## src/sv/assert_macros.svh

```systemverilog
// Assertion macros used by the blit RTL.
`ifndef ASSERT_MACROS_SVH
`define ASSERT_MACROS_SVH

// Checks an implication property on every rising edge outside reset.
`define ASSERT_CLK(label, prop, msg) \
	label: assert property (@(posedge clk) disable iff (!arst_n) prop) else $error(msg);

// Checks that a condition never holds on a rising edge outside reset.
`define ASSERT_NEVER(label, cond, msg) \
	label: assert property (@(posedge clk) disable iff (!arst_n) !(cond)) else $error(msg);

`endif

```

## src/sv/gr4b_pkg.sv

```systemverilog
package gr4b_pkg;

	localparam int GLYPH_ROWS_DEF = 16;
	localparam int AREA_BYTES_DEF = 4096;

	localparam int BITS_W    = 16;
	localparam int GWIDTH_W  = 5;
	localparam int START_W   = 8;
	localparam int ROW_W     = 4;
	localparam int LWIDTH_W  = 10;
	localparam int ADDR_W    = 12;
	localparam int BYTE_W    = 8;
	localparam int COLOR_W   = 4;
	localparam int COUNT_W   = 4;
	localparam int SUM_W     = 14;
	localparam int ROW_DEPTH = 2 ** ROW_W;

	localparam logic [GWIDTH_W-1:0] MAX_WIDTH = GWIDTH_W'(16);

	localparam logic [BITS_W-1:0]  INK_FIRST  = 16'h8000;
	localparam logic [BITS_W-1:0]  INK_SECOND = 16'h4000;
	localparam logic [COLOR_W-1:0] NIBBLE     = 4'hf;

	typedef enum logic [1:0] {
		ST_IDLE,
		ST_REDUCE,
		ST_EMIT
	} state_t;

endpackage

```

## src/sv/gr4b_if.sv

```systemverilog
interface gr4b_in_if;
	logic                            valid;
	logic                            ready;
	logic [gr4b_pkg::BITS_W-1:0]     row_bits;
	logic [gr4b_pkg::GWIDTH_W-1:0]   row_width;
	logic [gr4b_pkg::START_W-1:0]    start_pixel;
	logic [gr4b_pkg::ROW_W-1:0]      row_index;
	logic [gr4b_pkg::LWIDTH_W-1:0]   line_width;

	modport source (
		output valid, row_bits, row_width, start_pixel, row_index, line_width,
		input  ready
	);
	modport sink (
		input  valid, row_bits, row_width, start_pixel, row_index, line_width,
		output ready
	);
endinterface

interface gr4b_out_if;
	logic                          valid;
	logic                          ready;
	logic [gr4b_pkg::ADDR_W-1:0]   byte_addr;
	logic [gr4b_pkg::BYTE_W-1:0]   byte_value;
	logic                          last;

	modport source (
		output valid, byte_addr, byte_value, last,
		input  ready
	);
	modport sink (
		input  valid, byte_addr, byte_value, last,
		output ready
	);
endinterface

```

## src/sv/gr4b_row_store.sv

```systemverilog
module gr4b_row_store #(
	parameter int GLYPH_ROWS = gr4b_pkg::GLYPH_ROWS_DEF
) (
	input  logic                                   clk,
	input  logic                                   arst_n,
	input  logic                                   wr_en,
	input  logic [((GLYPH_ROWS > 1) ? $clog2(GLYPH_ROWS) : 1)-1:0] wr_slot,
	input  logic [gr4b_pkg::BYTE_W-1:0]            wr_data,
	input  logic [((GLYPH_ROWS > 1) ? $clog2(GLYPH_ROWS) : 1)-1:0] rd_slot,
	output logic [gr4b_pkg::BYTE_W-1:0]            rd_data
);

	logic [gr4b_pkg::BYTE_W-1:0] last_byte_q [GLYPH_ROWS];

	always_ff @(posedge clk or negedge arst_n) begin
		if (!arst_n) begin
			for (int i = 0; i < GLYPH_ROWS; i++) begin
				last_byte_q[i] <= '0;
			end
		end else if (wr_en) begin
			last_byte_q[wr_slot] <= wr_data;
		end
	end

	assign rd_data = last_byte_q[rd_slot];

endmodule

```

## src/sv/glyph_row_to_4bpp_blit.sv

```systemverilog
// Flow: REDUCE subtracts AREA_BYTES R times, where R = floor(A / AREA_BYTES) and
// A = start_pixel/2 + row_index*pitch; one compare-subtract unit takes one pass a cycle.
// EMIT then writes N bytes (1 to 9), each held until byte_out.ready, and no new row is
// taken until the last one is out; R is zero for every row when AREA_BYTES exceeds 7807.
// A row that writes no byte is taken while idle and leaves the sequencer idle.
// Reset: arst_n clears the sequencer, color_q and every stored last byte to zero.
`include "assert_macros.svh"

module glyph_row_to_4bpp_blit #(
	parameter int GLYPH_ROWS = gr4b_pkg::GLYPH_ROWS_DEF,
	parameter int AREA_BYTES = gr4b_pkg::AREA_BYTES_DEF
) (
	input  logic                           clk,
	input  logic                           arst_n,
	gr4b_in_if.sink                        glyph_in,
	gr4b_out_if.source                     byte_out,
	input  logic                           cfg_wr_en,
	input  logic [gr4b_pkg::COLOR_W-1:0]   cfg_wr_data
);

	localparam int SLOT_W = (GLYPH_ROWS > 1) ? $clog2(GLYPH_ROWS) : 1;
	localparam int AREA_W = $clog2(AREA_BYTES) + 1;
	localparam int ACC_W  = (AREA_W > gr4b_pkg::SUM_W) ? AREA_W : gr4b_pkg::SUM_W;
	localparam logic [ACC_W-1:0] AREA = ACC_W'(AREA_BYTES);

	gr4b_pkg::state_t state_q, state_d;

	logic [gr4b_pkg::COLOR_W-1:0] color_q;
	logic [ACC_W-1:0]             acc_q;
	logic [gr4b_pkg::BITS_W-1:0]  bits_q;
	logic [gr4b_pkg::COUNT_W-1:0] cnt_q;
	logic                         first_q;
	logic [SLOT_W-1:0]            slot_q;

	logic [SLOT_W-1:0] slot_lut [gr4b_pkg::ROW_DEPTH];

	for (genvar r = 0; r < gr4b_pkg::ROW_DEPTH; r++) begin : g_slot
		assign slot_lut[r] = SLOT_W'(r % GLYPH_ROWS);
	end

	logic [gr4b_pkg::GWIDTH_W-1:0] width_sat;
	logic [gr4b_pkg::GWIDTH_W-1:0] width_rest;
	logic                          odd_start;
	logic [gr4b_pkg::COUNT_W-1:0]  pair_cnt;
	logic [gr4b_pkg::COUNT_W-1:0]  byte_cnt;
	logic [8:0]                    pitch_half;
	logic [gr4b_pkg::LWIDTH_W-1:0] pitch;
	logic [gr4b_pkg::SUM_W-1:0]    base_sum;

	always_comb begin
		width_sat  = (glyph_in.row_width > gr4b_pkg::MAX_WIDTH) ?
		             gr4b_pkg::MAX_WIDTH : glyph_in.row_width;
		odd_start  = glyph_in.start_pixel[0];
		if (odd_start && (width_sat != '0)) begin
			width_rest = width_sat - gr4b_pkg::GWIDTH_W'(1);
		end else begin
			width_rest = width_sat;
		end
		pair_cnt   = gr4b_pkg::COUNT_W'((6'(width_rest) + 6'd1) >> 1);
		byte_cnt   = pair_cnt + gr4b_pkg::COUNT_W'(odd_start);
		pitch_half = 9'((11'(glyph_in.line_width) + 11'd3) >> 2);
		pitch      = {pitch_half, 1'b0};
		base_sum   = gr4b_pkg::SUM_W'(gr4b_pkg::SUM_W'(glyph_in.row_index) *
		                              gr4b_pkg::SUM_W'(pitch)) +
		             gr4b_pkg::SUM_W'(glyph_in.start_pixel[gr4b_pkg::START_W-1:1]);
	end

	// Shared compare-subtract unit: reduces the start address, then wraps each increment.
	logic [ACC_W-1:0] unit_in;
	logic             unit_ge;
	logic [ACC_W-1:0] unit_res;

	always_comb begin
		unit_in  = (state_q == gr4b_pkg::ST_REDUCE) ? acc_q : acc_q + ACC_W'(1);
		unit_ge  = unit_in >= AREA;
		unit_res = unit_ge ? unit_in - AREA : unit_in;
	end

	logic [gr4b_pkg::BYTE_W-1:0]  stored_byte;
	logic [gr4b_pkg::COLOR_W-1:0] nib_lo;
	logic [gr4b_pkg::COLOR_W-1:0] nib_hi;
	logic                         out_beat;
	logic                         store_wr;

	always_comb begin
		nib_lo = ((bits_q & gr4b_pkg::INK_FIRST) == '0) ? color_q : '0;
		nib_hi = ((bits_q & gr4b_pkg::INK_SECOND) == '0) ? color_q : '0;
		byte_out.byte_addr = acc_q[gr4b_pkg::ADDR_W-1:0];
		if (first_q) begin
			byte_out.byte_value = stored_byte | {nib_lo, 4'b0000};
		end else begin
			byte_out.byte_value = {nib_hi, nib_lo};
		end
		byte_out.last = cnt_q == gr4b_pkg::COUNT_W'(1);
		out_beat      = byte_out.valid && byte_out.ready;
		store_wr      = out_beat && byte_out.last;
	end

	gr4b_row_store #(
		.GLYPH_ROWS (GLYPH_ROWS)
	) u_row_store (
		.clk     (clk),
		.arst_n  (arst_n),
		.wr_en   (store_wr),
		.wr_slot (slot_q),
		.wr_data (byte_out.byte_value),
		.rd_slot (slot_q),
		.rd_data (stored_byte)
	);

	always_ff @(posedge clk or negedge arst_n) begin
		if (!arst_n) begin
			state_q <= gr4b_pkg::ST_IDLE;
		end else begin
			state_q <= state_d;
		end
	end

	always_comb begin
		state_d        = state_q;
		glyph_in.ready = 1'b0;
		byte_out.valid = 1'b0;
		unique case (state_q)
			gr4b_pkg::ST_IDLE: begin
				glyph_in.ready = 1'b1;
				if (glyph_in.valid && (byte_cnt != '0)) begin
					state_d = gr4b_pkg::ST_REDUCE;
				end
			end
			gr4b_pkg::ST_REDUCE: begin
				if (!unit_ge) begin
					state_d = gr4b_pkg::ST_EMIT;
				end
			end
			gr4b_pkg::ST_EMIT: begin
				byte_out.valid = 1'b1;
				if (byte_out.ready && byte_out.last) begin
					state_d = gr4b_pkg::ST_IDLE;
				end
			end
			default: begin
				state_d = gr4b_pkg::ST_IDLE;
			end
		endcase
	end

	always_ff @(posedge clk or negedge arst_n) begin
		if (!arst_n) begin
			color_q <= '0;
		end else if (cfg_wr_en) begin
			color_q <= cfg_wr_data & gr4b_pkg::NIBBLE;
		end
	end

	always_ff @(posedge clk or negedge arst_n) begin
		if (!arst_n) begin
			cnt_q   <= '0;
			first_q <= 1'b0;
		end else if (glyph_in.valid && glyph_in.ready) begin
			cnt_q   <= byte_cnt;
			first_q <= odd_start;
		end else if (out_beat) begin
			cnt_q   <= cnt_q - gr4b_pkg::COUNT_W'(1);
			first_q <= 1'b0;
		end
	end

	always_ff @(posedge clk) begin
		if (glyph_in.valid && glyph_in.ready) begin
			acc_q  <= ACC_W'(base_sum);
			bits_q <= glyph_in.row_bits;
			slot_q <= slot_lut[glyph_in.row_index];
		end else if (state_q == gr4b_pkg::ST_REDUCE) begin
			acc_q <= unit_res;
		end else if (out_beat) begin
			acc_q  <= unit_res;
			bits_q <= first_q ? (bits_q << 1) : (bits_q << 2);
		end
	end

	`ASSERT_NEVER(a_ready_while_busy, glyph_in.ready && byte_out.valid, "ready during output")
	`ASSERT_CLK(a_addr_in_range, (state_q == gr4b_pkg::ST_EMIT) |-> (acc_q < AREA), "address not wrapped")
	`ASSERT_CLK(a_cnt_nonzero, (state_q == gr4b_pkg::ST_EMIT) |-> (cnt_q != '0), "emit with no bytes left")
	`ASSERT_CLK(a_last_ends_row, (out_beat && byte_out.last) |=> (state_q == gr4b_pkg::ST_IDLE), "row did not end on last")

endmodule

```

## src/flat_wrapper.sv

```systemverilog
// flat-port wrapper written by rule: the top's interface ports become plain ports
module glyph_row_to_4bpp_blit_flat 
#(
	parameter int GLYPH_ROWS = gr4b_pkg::GLYPH_ROWS_DEF,
	parameter int AREA_BYTES = gr4b_pkg::AREA_BYTES_DEF
)
  (clk, arst_n, cfg_wr_en, cfg_wr_data, glyph_in_valid, glyph_in_row_bits, glyph_in_row_width, glyph_in_start_pixel, glyph_in_row_index, glyph_in_line_width, glyph_in_ready, byte_out_valid, byte_out_byte_addr, byte_out_byte_value, byte_out_last, byte_out_ready);
  gr4b_in_if glyph_in_i ();
  gr4b_out_if byte_out_i ();
  input  logic clk;
  input  logic arst_n;
  input  logic cfg_wr_en;
  input  logic [gr4b_pkg::COLOR_W-1:0] cfg_wr_data;
  input wire logic [$bits(glyph_in_i.valid)-1:0] glyph_in_valid;
  input wire logic [$bits(glyph_in_i.row_bits)-1:0] glyph_in_row_bits;
  input wire logic [$bits(glyph_in_i.row_width)-1:0] glyph_in_row_width;
  input wire logic [$bits(glyph_in_i.start_pixel)-1:0] glyph_in_start_pixel;
  input wire logic [$bits(glyph_in_i.row_index)-1:0] glyph_in_row_index;
  input wire logic [$bits(glyph_in_i.line_width)-1:0] glyph_in_line_width;
  output wire logic [$bits(glyph_in_i.ready)-1:0] glyph_in_ready;
  output wire logic [$bits(byte_out_i.valid)-1:0] byte_out_valid;
  output wire logic [$bits(byte_out_i.byte_addr)-1:0] byte_out_byte_addr;
  output wire logic [$bits(byte_out_i.byte_value)-1:0] byte_out_byte_value;
  output wire logic [$bits(byte_out_i.last)-1:0] byte_out_last;
  input wire logic [$bits(byte_out_i.ready)-1:0] byte_out_ready;
  assign glyph_in_i.valid = glyph_in_valid;
  assign glyph_in_i.row_bits = glyph_in_row_bits;
  assign glyph_in_i.row_width = glyph_in_row_width;
  assign glyph_in_i.start_pixel = glyph_in_start_pixel;
  assign glyph_in_i.row_index = glyph_in_row_index;
  assign glyph_in_i.line_width = glyph_in_line_width;
  assign glyph_in_ready = glyph_in_i.ready;
  assign byte_out_valid = byte_out_i.valid;
  assign byte_out_byte_addr = byte_out_i.byte_addr;
  assign byte_out_byte_value = byte_out_i.byte_value;
  assign byte_out_last = byte_out_i.last;
  assign byte_out_i.ready = byte_out_ready;
  glyph_row_to_4bpp_blit #(.GLYPH_ROWS(GLYPH_ROWS), .AREA_BYTES(AREA_BYTES)) u_core (.clk(clk), .arst_n(arst_n), .glyph_in(glyph_in_i), .byte_out(byte_out_i), .cfg_wr_en(cfg_wr_en), .cfg_wr_data(cfg_wr_data));
endmodule
```

## config.mk

```make
export PLATFORM = sky130hd
export DESIGN_NAME = glyph_row_to_4bpp_blit_flat
export DESIGN_NICKNAME = d
export VERILOG_FILES = /design/src/sv/gr4b_pkg.sv /design/src/sv/gr4b_if.sv /design/src/sv/gr4b_row_store.sv /design/src/sv/glyph_row_to_4bpp_blit.sv /design/src/flat_wrapper.sv
export VERILOG_INCLUDE_DIRS = /design/src /design/src/sv
export SDC_FILE = /design/constraint.sdc
export NUM_CORES = 1
export LEC_CHECK = 0
export BUFFER_PORTS_ARGS = -buffer_cell sky130_fd_sc_hd__buf_2
export CORE_ASPECT_RATIO = 0.75
export CORE_MARGIN = 2
export CORE_UTILIZATION = 50
export CTS_BUF_LIST = sky130_fd_sc_hd__clkbuf_8
export CTS_CLUSTER_SIZE = 40
export DETAILED_ROUTE_END_ITERATION = 7
export HOLD_SLACK_MARGIN = 0.06
export PLACE_DENSITY = 0.68
export SLEW_MARGIN = 10
export SYNTH_ARGS = -nofsm -noshare
export SYNTH_HDL_FRONTEND = slang
export SYNTH_SLANG_ARGS = --single-unit
export TNS_END_PERCENT = 30
```

## constraint.sdc

```tcl
create_clock -name clk -period 3.5 [get_ports clk]
set_input_delay 1.05 -clock clk [delete_from_list [all_inputs] [get_ports clk]]
set_output_delay 1.05 -clock clk [all_outputs]
set_load 0.005 [all_outputs]
```

## Word level (Yosys, flattened, before mapping)

Memories as Yosys holds them, arrays and structs flattened. A register that Yosys moved wholly into a read port is not among the register bits.
Cells that the tools add are included.

| word-level totals | value |
|---|---|
| bits in writable memories | 0 |
| output and inout port bits | 23 |
| logic and storage cells | 92 |
| memories | 1 |
| bits in read-only memories | 64 |
| latch bits | 0 |
| flip-flop bits (word level) | 169 |

| operators by class | value |
|---|---|
| $mul | 1 |
| eq/ne operators | 7 |
| bitwise operators | 3 |
| reductions and logical operators | 16 |
| order comparisons | 4 |
| divide/modulo/power cells | 0 |
| mux-type cells | 30 |
| shift operators | 0 |
| add/subtract/negate cells | 8 |

Memories:

| memory | words | bits a word | read ports | clocked after memory_dff | write ports | line | source |
|---|---|---|---|---|---|---|---|
| (name not given) | 16 | 4 | 1 | 1 | 0 | glyph_row_to_4bpp_blit.sv:172 | `slot_q <= slot_lut[glyph_in.row_index];` |

Operator list:

| kind | count |
|---|---|
| bitwise mux 128 bit | 1 |
| two-way mux 14 bit | 5 |
| two-way mux 16 bit | 4 |
| binary-select mux 8 bit (select 4 bit) | 1 |
| demux 8 bit (select 4 bit) | 1 |
| zero test 16 bit | 2 |
| two-way mux 8 bit | 4 |
| two-way mux 4 bit | 4 |
| adder 14 x 1 -> 14 bit (second input constant) | 1 |
| adder 14 x 7 -> 14 bit | 1 |
| >= comparator 14 x 13 -> 1 bit (second input constant) | 1 |
| subtractor 14 x 13 -> 14 bit (second input constant) | 1 |
| multiplier 4 x 9 -> 13 bit | 1 |
| adder 10 x 2 -> 11 bit (second input constant) | 1 |
| two-way mux 5 bit | 2 |
| NOT 4 -> 5 bit | 2 |
| OR 8 bit | 1 |
| logical AND 1 bit | 7 |
| two-way mux 2 bit | 3 |
| one-hot mux 2 bit (3 select lines) | 1 |
| adder 5 x 1 -> 5 bit (second input constant) | 1 |
| >= comparator 5 bit (second input constant) | 1 |
| > comparator 5 bit (second input constant) | 1 |
| < comparator 5 x 1 -> 1 bit (second input constant) | 1 |
| other kinds (16) | 21 |

## Longest topological paths before layout

| depth | value |
|---|---|
| word-level depth | 11 |
| mapped depth | 20 |

## Modules after synthesis

From an unflattened synthesis, not the netlist that was laid out.

| unflattened totals | value |
|---|---|
| cell total of the unflattened synthesis | 874 |
| area total of the unflattened synthesis | 10,500.1 um2 |

By module, submodules not included:

| module | cells an instance | times used | area an instance (um2) |
|---|---|---|---|
| gr4b_row_store | 365 | 1 | 5,915.7 |
| glyph_row_to_4bpp_blit | 509 | 1 | 4,584.4 |

## Worst setup path before layout

Ideal clock, no wire load.

| path | value |
|---|---|
| path type | input to register |
| from | input glyph_in_line_width[1] |
| to | register u_core.acc_q[13] (data pin) |
| stages | 20 |
| data required time | 3,232 ps |
| arrival time | 4,700 ps |
| path slack | -1,469 ps |
| path buffers | 0 |
| setup time | 268 ps |
| cell sequence | o21a_1 -> nand3_1 -> nor2_1 -> nand3_1 -> nor2_1 -> xnor2_1 -> nor2b_1 -> fa_1 -> inv_1 -> fa_1 -> inv_1 -> ha_1 -> nor3_1 -> o2111ai_1 -> a31o_2 -> a21oi_1 -> xor2_1 -> nor3_1 -> xnor2_1 -> mux2i_1 |

| between the ends | value |
|---|---|
| longest elaborated chain between the ends | 4 |

RTL lines:

| what | line | source |
|---|---|---|
| start, declared | flat_wrapper.sv:19 | `input wire logic [$bits(glyph_in_i.line_width)-1:0] glyph_in_line_width;` |
| adder 10 x 2 -> 11 bit | glyph_row_to_4bpp_blit.sv:61 | `pitch_half = 9'((11'(glyph_in.line_width) + 11'd3) >> 2);` |
| multiplier 4 x 9 -> 13 bit | glyph_row_to_4bpp_blit.sv:63 | `base_sum = gr4b_pkg::SUM_W'(gr4b_pkg::SUM_W'(glyph_in.row_index) *` |
| adder 14 x 7 -> 14 bit | glyph_row_to_4bpp_blit.sv:64 | `gr4b_pkg::SUM_W'(pitch)) +` |
| two-way mux 14 bit | glyph_row_to_4bpp_blit.sv:169 | `if (glyph_in.valid && glyph_in.ready) begin` |
| end signal, assigned | glyph_row_to_4bpp_blit.sv:170 | `acc_q <= ACC_W'(base_sum);` |
| end signal, assigned | glyph_row_to_4bpp_blit.sv:174 | `acc_q <= unit_res;` |
| end signal, assigned | glyph_row_to_4bpp_blit.sv:176 | `acc_q <= unit_res;` |
| end, declared | glyph_row_to_4bpp_blit.sv:29 | `logic [ACC_W-1:0] acc_q;` |

No other way between the ends.
A chain may end at the register's enable or synchronous reset.

## Worst setup path in the final report

Ends and elaborated chain as after synthesis.

==> metrics.txt <==
drt wl/cell 17.44 µm; vias in the first global route 7234; Required @ worst endpoint 3710 ps; fin crit share 127.7%; syn_area_per_cell 10.94 µm²; FILL cells approximately 1700; initial antenna violation count 0; GPL Wtd Cong a little over 0.8; clock power share 18.6%; Reg area 4499 µm²; Post-synth top cells dfrtp_1, nand2_1, nor2_1, mux2_2, a21oi_1; Lkg Pwr ~5.5 nW; input/output buffers 74; P_sw 2.712 mW; DIE AREA 21720 µm²; Cells after Synth between 900 and 1000; Peak VDD IR 0.2702 mV; failing checks setup timing; vias per cell 5.558; Die X 169.5 µm; DP Wirelength between 15000 and 20000 µm; H-tree lvl count 4; Nets 1162; synthesized cell area between 10000 and 15000 µm²; Worst setup EP type flop; Post-synth EDFFs 34; combinational power share about two fifths; Clock Tree Buf Depth 2; count of cell types in the netlist between 50 and 60; Congestion Overflow GR 0; Hold Path Stages 2; most frequent CP cell fa_1; Ant. Diodes 0; clk_skew slightly above 20 ps; Synth top area share 33.86%; worst path cell trace buf_6, o21a_4, nand2_4, xor2_4, nand2b_4, fa_1, fa_1, inv_2, fa_2, xor2_1, ha_1, nand2_1, o21ai_2, o22ai_2, nor2b_2, nand4_1, nor3_2, xnor2_1, mux2i_1; layout cell share with drive strength beyond 1 between 30 and 40%; largest cells by area after synthesis dfrtp_1, edfxtp_1, mux4_2; reg-to-reg startpoint u_core.acc_q[6]; die height 128.1 µm; Clk Latency, worst-skew pair 480 ps; Area after DPL 11490 µm²; Finished Layout Cells 1334; max cap viols 0; switch share 38.31%; post-route setup slack -971.1 ps; CP startpoint kind input pin; core area 20210 µm²; critical path arrival roughly 4700 ps; Starting Density 50.83%; number of top-level pins 75; Final setup viols 15; CTS tree built; Layout Utilization 60.46%; vias around 7400; flop2flop setup slack 320 ps; DRC Markers 0; hold wc startpoint u_core.u_row_store.last_byte_q[108]; CP max FO 4; #FFs+latches synth 173; Root Driver clkbuf_8; cell taking the most area after synthesis dfrtp_1; reg2reg path depth 13; hold bufs inserted after CTS 0; sequential power share around two fifths; Rel. slew slack about 45%; Top FF cell, synth dfrtp_1; Worst-Margin Slew 828.2 ps; Multi-input gate area 5685 µm²; FP Rows 45; post-layout minimum cycle time 4471 ps; DRT Wirelength 23270 µm; Num Clock Sinks 173; post-synthesis sequential area ratio 43.79%; top-count cell post-synth dfrtp_1; largest net degree at the start of global routing 68; number of DRC markers in iteration 0 490; number of nets with antenna violations after routing 0; TritonCTS buffer count 17; Fmax 0.2237 GHz; hold endpoint u_core.u_row_store.last_byte_q[108]; worst hold margin 484.0 ps; RSZ-0062 raised after global routing yes; Power Density 579.4 nW/µm²; RR Endpoint u_core.acc_q[13]; first-pass GRT wire length 37610 µm; Internal ~4.4 mW; Final Cell Area 12220 µm²; GRT Overall Usage roughly 22%; status finished, violations left; Critical Path Max Stage Delay 510 ps; crit path kind input pin to flop; Worst-path clk slew 100 ps; syn nets 1038; slowest CP cell fa_1; Placed Instances 1296; asr flop ratio synth 80.35%; first-pass iteration count of the detailed router 5; final hold vios 0; synth warn 0; fin. max-slew vios 0; synthesis-to-finish area growth 18.96%; Tightest Hold Check Type flop to flop
## cells by family after synthesis
logic type / share of synthesized area, %
compound gates: 8.891
xor+xnor: 3.922
simple gates: 13.42
buf+inv: 5.066
mux: 18.09
fa+ha+maj: 6.820
flops: 43.79
## final cells by class
class / count / share of cell area, %
multi-input cells: 660 / 46.52
clock inverters: 15 / 1.065
well taps: 258 / 2.641
flip-flops and latches: 173 / 36.81
inverters: 38 / 1.167
repair buffers: 173 / 9.879
clock buffers: 17 / 1.914
## how the worst max path moves through the flow
stage,endpoint,depth (start not counted),startpoint
3_5_place_dp,u_core.acc_q[12],20,glyph_in_line_width[0]
2_1_floorplan,u_core.acc_q[13],18,glyph_in_line_width[0]
6_report,u_core.acc_q[13],19,glyph_in_line_width[1]
5_1_grt,u_core.acc_q[13],19,glyph_in_line_width[1]
3_3_place_gp,u_core.acc_q[13],19,glyph_in_line_width[0]
4_1_cts,u_core.acc_q[13],19,glyph_in_line_width[1]
## power by group through the flow
stage / logic [mW] / registers [mW] / clock network (mW)
after global routing: 3.27 / 2.84 / 1.44
after CTS: 2.91 / 2.79 / 1.34
after floorplan: 2.01 / 2.68 / 0
final: 2.97 / 2.80 / 1.32
after detailed placement: 2.75 / 2.83 / 0
after global placement: 2.70 / 2.82 / 0
## metal layers
| metal | global-route usage, % | part of all wire [%] | up-vias | wire [µm] |
|---|---|---|---|---|
| met1 | 32.84 | 49 | 3681 | 11410 |
| met3 | 3.180 | 3.8 | 23 | 884 |
| li1 | - | - | 3548 | - |
| met4 | 5.631 | 1.2 | 0 | 270 |
| met5 | 0 | 0 | - | 0 |
| met2 | 35.01 | 46 | 163 | 10710 |
## per-stage QoR
stage	worst slack [ps]	total power, mW	setup TNS (ps)
floorplan	-1272	4.691	-9280
global placement	-1542	5.519	-13330
detailed placement	-1634	5.577	-14300
CTS	-967.9	7.039	-7486
global route	-1138	7.551	-9648
finish	-971.1	7.081	-7423
## worst max-delay path: cells and delay by family
family	cells	cell delay, ps
xor+xnor	3	470
mux	1	90
fa+ha+maj	4	1630
simple gates	6	780
buf+inv	2	150
compound gates	3	510
## sequential cells by signal, summed over array words and instances, names as in the netlist
signal / count
u_core.acc_q: 14
u_core.bits_q: 16
u_core.cnt_q: 4
u_core.color_q: 4
u_core.first_q: 1
u_core.slot_q: 4
u_core.state_q: 2
u_core.u_row_store.last_byte_q: 128
## cells in the final DEF, fill, tap and decap left out, drive strengths merged, types with 3 or more instances in the layout
| cell | instances |
|---|---|
| edfxtp | 34 |
| nor2 | 78 |
| nand2b | 21 |
| clkbuf | 17 |
| and2 | 7 |
| mux2 | 69 |
| nand3 | 15 |
| nor2b | 34 |
| mux4 | 40 |
| nor3 | 15 |
| xor2 | 19 |
| o21ai | 59 |
| dfrtp | 139 |
| mux2i | 18 |
| clkinv | 4 |
| and3 | 6 |
| inv | 47 |
| xnor2 | 27 |
| and4 | 3 |
| buf | 173 |
| a21o | 3 |
| nand2 | 88 |
| nand4 | 9 |
| ha | 32 |
| fa | 15 |
| a21oi | 61 |
| o22ai | 7 |
| o2111ai | 3 |
| or4 | 3 |
## what timing repair did
action | 4_1_cts | 5_1_grt
resized for setup | 38 | 22
pin swaps | 37 | 20
setup buffers | 6 | 1
endpoints found under the setup margin | 18 | 19
No activity file was read; power rests on OpenSTA's default activity.
